===== config.mk =====
export PLATFORM = sky130hd
export DESIGN_NAME = mmtbp_ctrl
export DESIGN_NICKNAME = d
export VERILOG_FILES = /design/src/mmtbp_pkg.sv /design/src/mmtbp_ctrl.sv
export SDC_FILE = /design/constraint.sdc
export NUM_CORES = 1
export LEC_CHECK = 0
export BUFFER_PORTS_ARGS = -buffer_cell sky130_fd_sc_hd__buf_4
export CAP_MARGIN = 10
export CORE_AREA = 8 8 45 47
export CTS_CLUSTER_SIZE = 25
export DETAILED_ROUTE_END_ITERATION = 16
export DIE_AREA = 0 0 53 55
export SYNTH_ARGS = -nofsm -noshare
export SYNTH_HDL_FRONTEND = slang
export SYNTH_SLANG_ARGS = --single-unit

===== constraint.sdc =====
create_clock -name clk -period 1.1 [get_ports clk]
set_input_delay 0.11 -clock clk [delete_from_list [all_inputs] [get_ports clk]]
set_output_delay 0.11 -clock clk [all_outputs]
set_load 0.01 [all_outputs]

===== src/mmtbp_pkg.sv =====
package mmtbp_pkg;

  localparam int GHIST_MAX_DEF    = 13;
  localparam int LHIST_MAX_DEF    = 12;
  localparam int PC_INDEX_MAX_DEF = 12;

  localparam logic [1:0] MODE_STATIC = 2'd0;
  localparam logic [1:0] MODE_GSHARE = 2'd1;
  localparam logic [1:0] MODE_LOCAL  = 2'd2;
  localparam logic [1:0] MODE_TOURN  = 2'd3;

  localparam logic [1:0] REG_MODE  = 2'd0;
  localparam logic [1:0] REG_GHLEN = 2'd1;
  localparam logic [1:0] REG_LHLEN = 2'd2;
  localparam logic [1:0] REG_PCLEN = 2'd3;

  localparam logic [1:0] CTR_MAX = 2'h3;

  typedef struct packed {
    logic clr_step;   // write one clear row, advance sweep
    logic cap;        // capture request
    logic rd1;        // first table reads (local history, gshare counter)
    logic rd2;        // counter/chooser reads
    logic fin;        // predict out or train writeback
  } mmtbp_cmd_t;

  typedef struct packed {
    logic clr_done;
  } mmtbp_sts_t;

  function automatic logic [1:0] ctr_upd(input logic [1:0] c, input logic up);
    logic [1:0] r;
    r = c;
    if (up) begin
      if (c != CTR_MAX) r = c + 2'd1;
    end else begin
      if (c != 2'd0) r = c - 2'd1;
    end
    return r;
  endfunction

  // mask of the low len bits, len clamped to maxlen
  function automatic logic [31:0] low_mask(input logic [3:0] len, input int maxlen);
    int l;
    logic [32:0] m;
    l = (int'(len) > maxlen) ? maxlen : int'(len);
    m = (33'd1 << l) - 33'd1;
    return m[31:0];
  endfunction

endpackage


===== src/mmtbp_ctrl.sv =====
module mmtbp_ctrl
  import mmtbp_pkg::*;
(
  input  logic       clk,
  input  logic       rst_n,
  input  logic       start,
  input  mmtbp_sts_t sts,
  output logic       busy,
  output mmtbp_cmd_t cmd
);

  typedef enum logic [2:0] {S_CLR, S_IDLE, S_RD1, S_RD2, S_FIN} state_t;
  state_t state_r, state_nxt;

  always_comb begin
    state_nxt = state_r;
    cmd = '0;
    unique case (state_r)
      S_CLR: begin
        cmd.clr_step = 1'b1;
        if (sts.clr_done) state_nxt = S_IDLE;
      end
      S_IDLE: begin
        if (start) begin
          cmd.cap = 1'b1;
          state_nxt = S_RD1;
        end
      end
      S_RD1: begin
        cmd.rd1 = 1'b1;
        state_nxt = S_RD2;
      end
      S_RD2: begin
        cmd.rd2 = 1'b1;
        state_nxt = S_FIN;
      end
      S_FIN: begin
        cmd.fin = 1'b1;
        state_nxt = S_IDLE;
      end
      default: state_nxt = S_IDLE;
    endcase
  end

  assign busy = (state_r != S_IDLE);

  always_ff @(posedge clk) begin
    if (!rst_n) begin
      state_r <= S_CLR;
    end else begin
      state_r <= state_nxt;
    end
  end

endmodule


# Yosys cells after proc, flatten, opt, wreduce, memory -nomap -nowiden
# Cells that the tools add are included.
[totals] in_bits=4 out_inout_bits=6 elab_cells=19 register_bits=3
[classes] n_eq_ne=7 reduce_logical=2 muxes=9
[ops] op="case mux 3 bit (4 select lines)" count=1
[ops] op="equality test 3 x 2 -> 1 bit, second input constant" count=2
[ops] op="two-way mux 1 bit" count=6
[ops] op="two-way mux 3 bit" count=2
[ops] op="!= test 2 bit, second input constant" count=2
[ops] op="equality test 3 x 1 -> 1 bit, second input constant" count=1
[ops] op="equality test 3 bit, second input constant" count=1
[ops] op="logical NOT 3 bit" count=1
[ops] op="!= test 3 x 1 -> 1 bit, second input constant" count=1
[ops] op="AND reduction 2 bit" count=1

# Depth between registers and ports, before layout
[logic_depth] word_depth=3 depth_mapped=3 ltp_nobuf=2

# Least setup slack after synthesis
# OpenSTA, ideal clock, no wires.
[synth_timing] kind="register to output" startpoint="register state_r[0]" endpoint="output port cmd[3] in the netlist's numbering" slack_ns=0.189 path_stages_with_launch=3 n_path_buf=0 t_arrival_ns=0.801 path_cell_list="dfxtp_1 -> nor2b_2 -> and3b_2"
[synth_lines] item="start: declaration" line_no="mmtbp_ctrl.sv:13" source="state_t state_r, state_nxt;"
[synth_lines] item="start signal: assignment" line_no="mmtbp_ctrl.sv:51" source="state_r <= state_nxt;"
[synth_lines] item="end: declaration" line_no="mmtbp_ctrl.sv:9" source="output mmtbp_cmd_t cmd"

==> results.py <==
metrics = {
    "timing": {
        "maxSlewHeadroom": 0.840,
        "max_clock_freq_mhz": 884,
        "min_period_ns": 1.13,
        "min_period_over_period": 1.03,
        "worst_clock_skew_ns": 0.00132,
        "timing.final.ws_setup_ns": -0.0313,
        "finalSetupViolations": 2,
        "timing.final.max_slew_violations": 0,
        "final-hold-violation-count": 0,
        "fin_hold_ws_ns": 0.121,
        "unrepaired_setup_endpoints_after_global_routing": "yes",
        "tightestPinTransition_ns": 0.237,
    },
    "outcome": {
        "violations_in_the_final_reports": "negative setup slack",
        "status": "finished, violations left",
    },
    "drt": {
        "routed_wl_um": 532,
        "first_pass_iters": 2,
        "dr_wl_met3_um": 87,
        "wl_per_cell_um": 10.6,
        "dr.max_layer_used": "met3",
        "dr.first_iter.drc_count": 2,
        "dr_total_vias": 188,
        "detail_route.drc_violations": 0,
        "met1Wirelength_um": 161,
        "met2_length_um": 283,
        "route.antenna.remaining_nets": 0,
        "route.detailed.vias_per_inst": 3.76,
    },
    "cells_and_area": {
        "finish.instance_area_um2": 355,
        "largest_register_ffs": 3,
        "area.growth.synth_to_final_pct": 101,
        "reg.largest.list": "state_r (3)",
        "multiInputGateArea_um2": 128,
        "final_layout_size_suffix_gt1_frac": 0.706,
        "num_antenna_cells": 0,
        "fillerInstances": 154,
        "net_count_of_the_finished_layout": 39,
        "biggest_register": "state_r",
        "final_cell_mix": "7 x buf_4, 5 x buf_6, 3 x clkbuf_4",
        "register_area_um2": 68.8,
        "mostFrequentLayoutCell": "buf_4",
    },
    "power_and_ir_drop": {
        "p_leak_nw": 0.161,
        "power-per-cell-area_nw_per_um2": 1220,
        "peakVddDrop_v": 0.000348,
    },
    "logic_synthesis": {
        "yosys.area_share.xor_xnor": 0,
        "yosys-mux-area-fraction": 0,
        "post_synth_fa_ha_maj_area_fraction": 0,
        "synth_seq_cells": 3,
        "share_of_synthesized_cell_area_in_and_or_nand_and_nor_gates": 0.489,
        "synth_compound_area_frac": 0.0851,
        "post_synth_num_cell_types": 15,
        "synth_nets": 23,
        "netlist_instances": 19,
        "synth.yosys.warnings": 0,
        "syn-mean-instance-area_um2": 9.29,
        "seq_area_frac_synth": 0.340,
        "synth_top_family_by_area": "simple AND/OR/NAND/NOR gates",
        "syn_area_um2": 176,
    },
    "critical_path": {
        "slowest_stage_cell_on_the_critical_path": "dfxtp_4",
        "worst-endpoint-arrival_ns": 1.02,
        "crit_required_ns": 0.99,
        "cp.buffers_inverters": 1,
        "critical_path.cell_chain": "nor2b_4 -> and3b_2 -> buf_6",
        "startpoint_type": "flip-flop",
        "type_of_destination_of_the_critical_path": "output port",
        "critical_path.max_stage_delay_ns": 0.36,
        "crit_fanout": 4,
        "kind_of_cell_adding_the_most_delay_to_the_critical_path": "flip-flops",
        "critPathKind": "flip-flop to output port",
    },
    "floorplanning": {
        "core-area_um2": 1380,
        "die_x_um": 53,
        "effective_utilization_at_floorplan": 0.127,
        "dieArea_um2": 2920,
        "rows": 14,
        "die_ht_um": 55,
        "io-pin-count": 10,
    },
    "global_route": {
        "grt.overflow.total": 0,
        "track_usage": 0.0481,
        "number_of_antenna_violations_at_the_first_check_in_global_routing": 0,
        "grt_first_pass_wirelength_um": 903,
        "vias_in_the_first_global_route": 216,
        "largest_net_degree_at_the_start_of_global_routing": 12,
    },
    "placed_design": {
        "dp.final_hpwl_um": 366,
        "place.gp.congestion": 0.714,
        "placement.cell_area_um2": 260,
        "buffer_ports.inserted": 9,
    },
    "cts": {
        "clkLatencyLatePin_ns": 0.23,
        "post_cts_hold_buffer_count": 0,
        "cts_inserted_buffers": 3,
        "tritoncts": "yes",
        "clock_tree.htree_level_count": 1,
        "clk_root_buffer_cell": "clkbuf_4",
        "numClockSinks": 3,
        "clock_tree.buffer_depth": 2,
        "worst_setup_hold_path_clk_slew_ns": 0.04,
    },
    "hold_path": {
        "worst_hold_path_type": "input port to flip-flop",
    },
    "flow_run": {
        "cap_viol_max_count": 0,
    },
}
==> final timing paths <==
path / start / endpoint / slack, ns / cells after the start
worst max register to register: state_r[2] / state_r[0] / 0.13 / 3
worst min-delay path: rst_n / state_r[2] / 0.12 / 2
worst min register to register: state_r[1] / state_r[2] / 0.55 / 1
worst max-delay path: state_r[2] / cmd[3] / -0.03 / 3
==> metrics by stage <==
stage               setup TNS [ns]  instances  power (mW)  worst slack (ns)   util
floorplan                        0         19       0.171             0.189      -
global placement                 0         44       0.211             0.130  0.188
detailed placement               0         44       0.211             0.106  0.188
CTS                        -0.0856         49       0.424           -0.0399  0.237
global route                -0.281         50       0.466           -0.0962  0.257
finish                     -0.0531         50       0.433           -0.0313  0.257
==> routing by layer <==
layer | track usage | vias to the layer above
met5 | 0 | -
met4 | 0.0905 | 0
li1 | - | 97
met1 | 0.0350 | 85
met2 | 0.0605 | 6
met3 | 0.0348 | 0
==> synthesized netlist by cell type, drive strengths merged <==
cell    instances  area [um2]
a211oi          2        15.0
and2            1        7.51
and3            1        6.26
and3b           1        10.0
buf             1        11.3
dfxtp           3        60.1
inv             1        3.75
nand2b          1        6.26
nand3b          1        7.51
nor2b           1        8.76
nor3            1        5.00
nor3b           2        15.0
nor4            1        6.26
or2             1        6.26
or2b            1        7.51
==> repair_timing <==
action / CTS / global route
pin swaps: 2 / 2
resized for setup: 10 / 5
buffers inserted: 1 / 1
setup endpoints to repair: 6 / 6
hold endpoints to repair: 0 / 0
==> cell families (layout without fill, tap and decap cells) <==
family,after synthesis,in the layout
DFF,3,3
buffers and inverters,2,17
and+or+nand+nor,12,12
AOI/OAI and AO/OA,2,2
==> layout make-up <==
| type | count | share of cell area |
|---|---|---|
| clock buffers | 4 | 0.0739 |
| inverters | 1 | 0.0106 |
| multi-input cells | 14 | 0.359 |
| flip-flops and latches | 3 | 0.194 |
| well taps | 16 | 0.0563 |
| repair buffers | 12 | 0.306 |
==> power breakdown <==
| part | leakage, nW | switching, mW | internal [mW] |
|---|---|---|---|
| combinational | 0.120 | 0.0434 | 0.0711 |
| sequential | 0.0264 | 0.0104 | 0.115 |
| clock | 0.0150 | 0.0574 | 0.136 |
No activity file was read; power rests on OpenSTA's default activity.
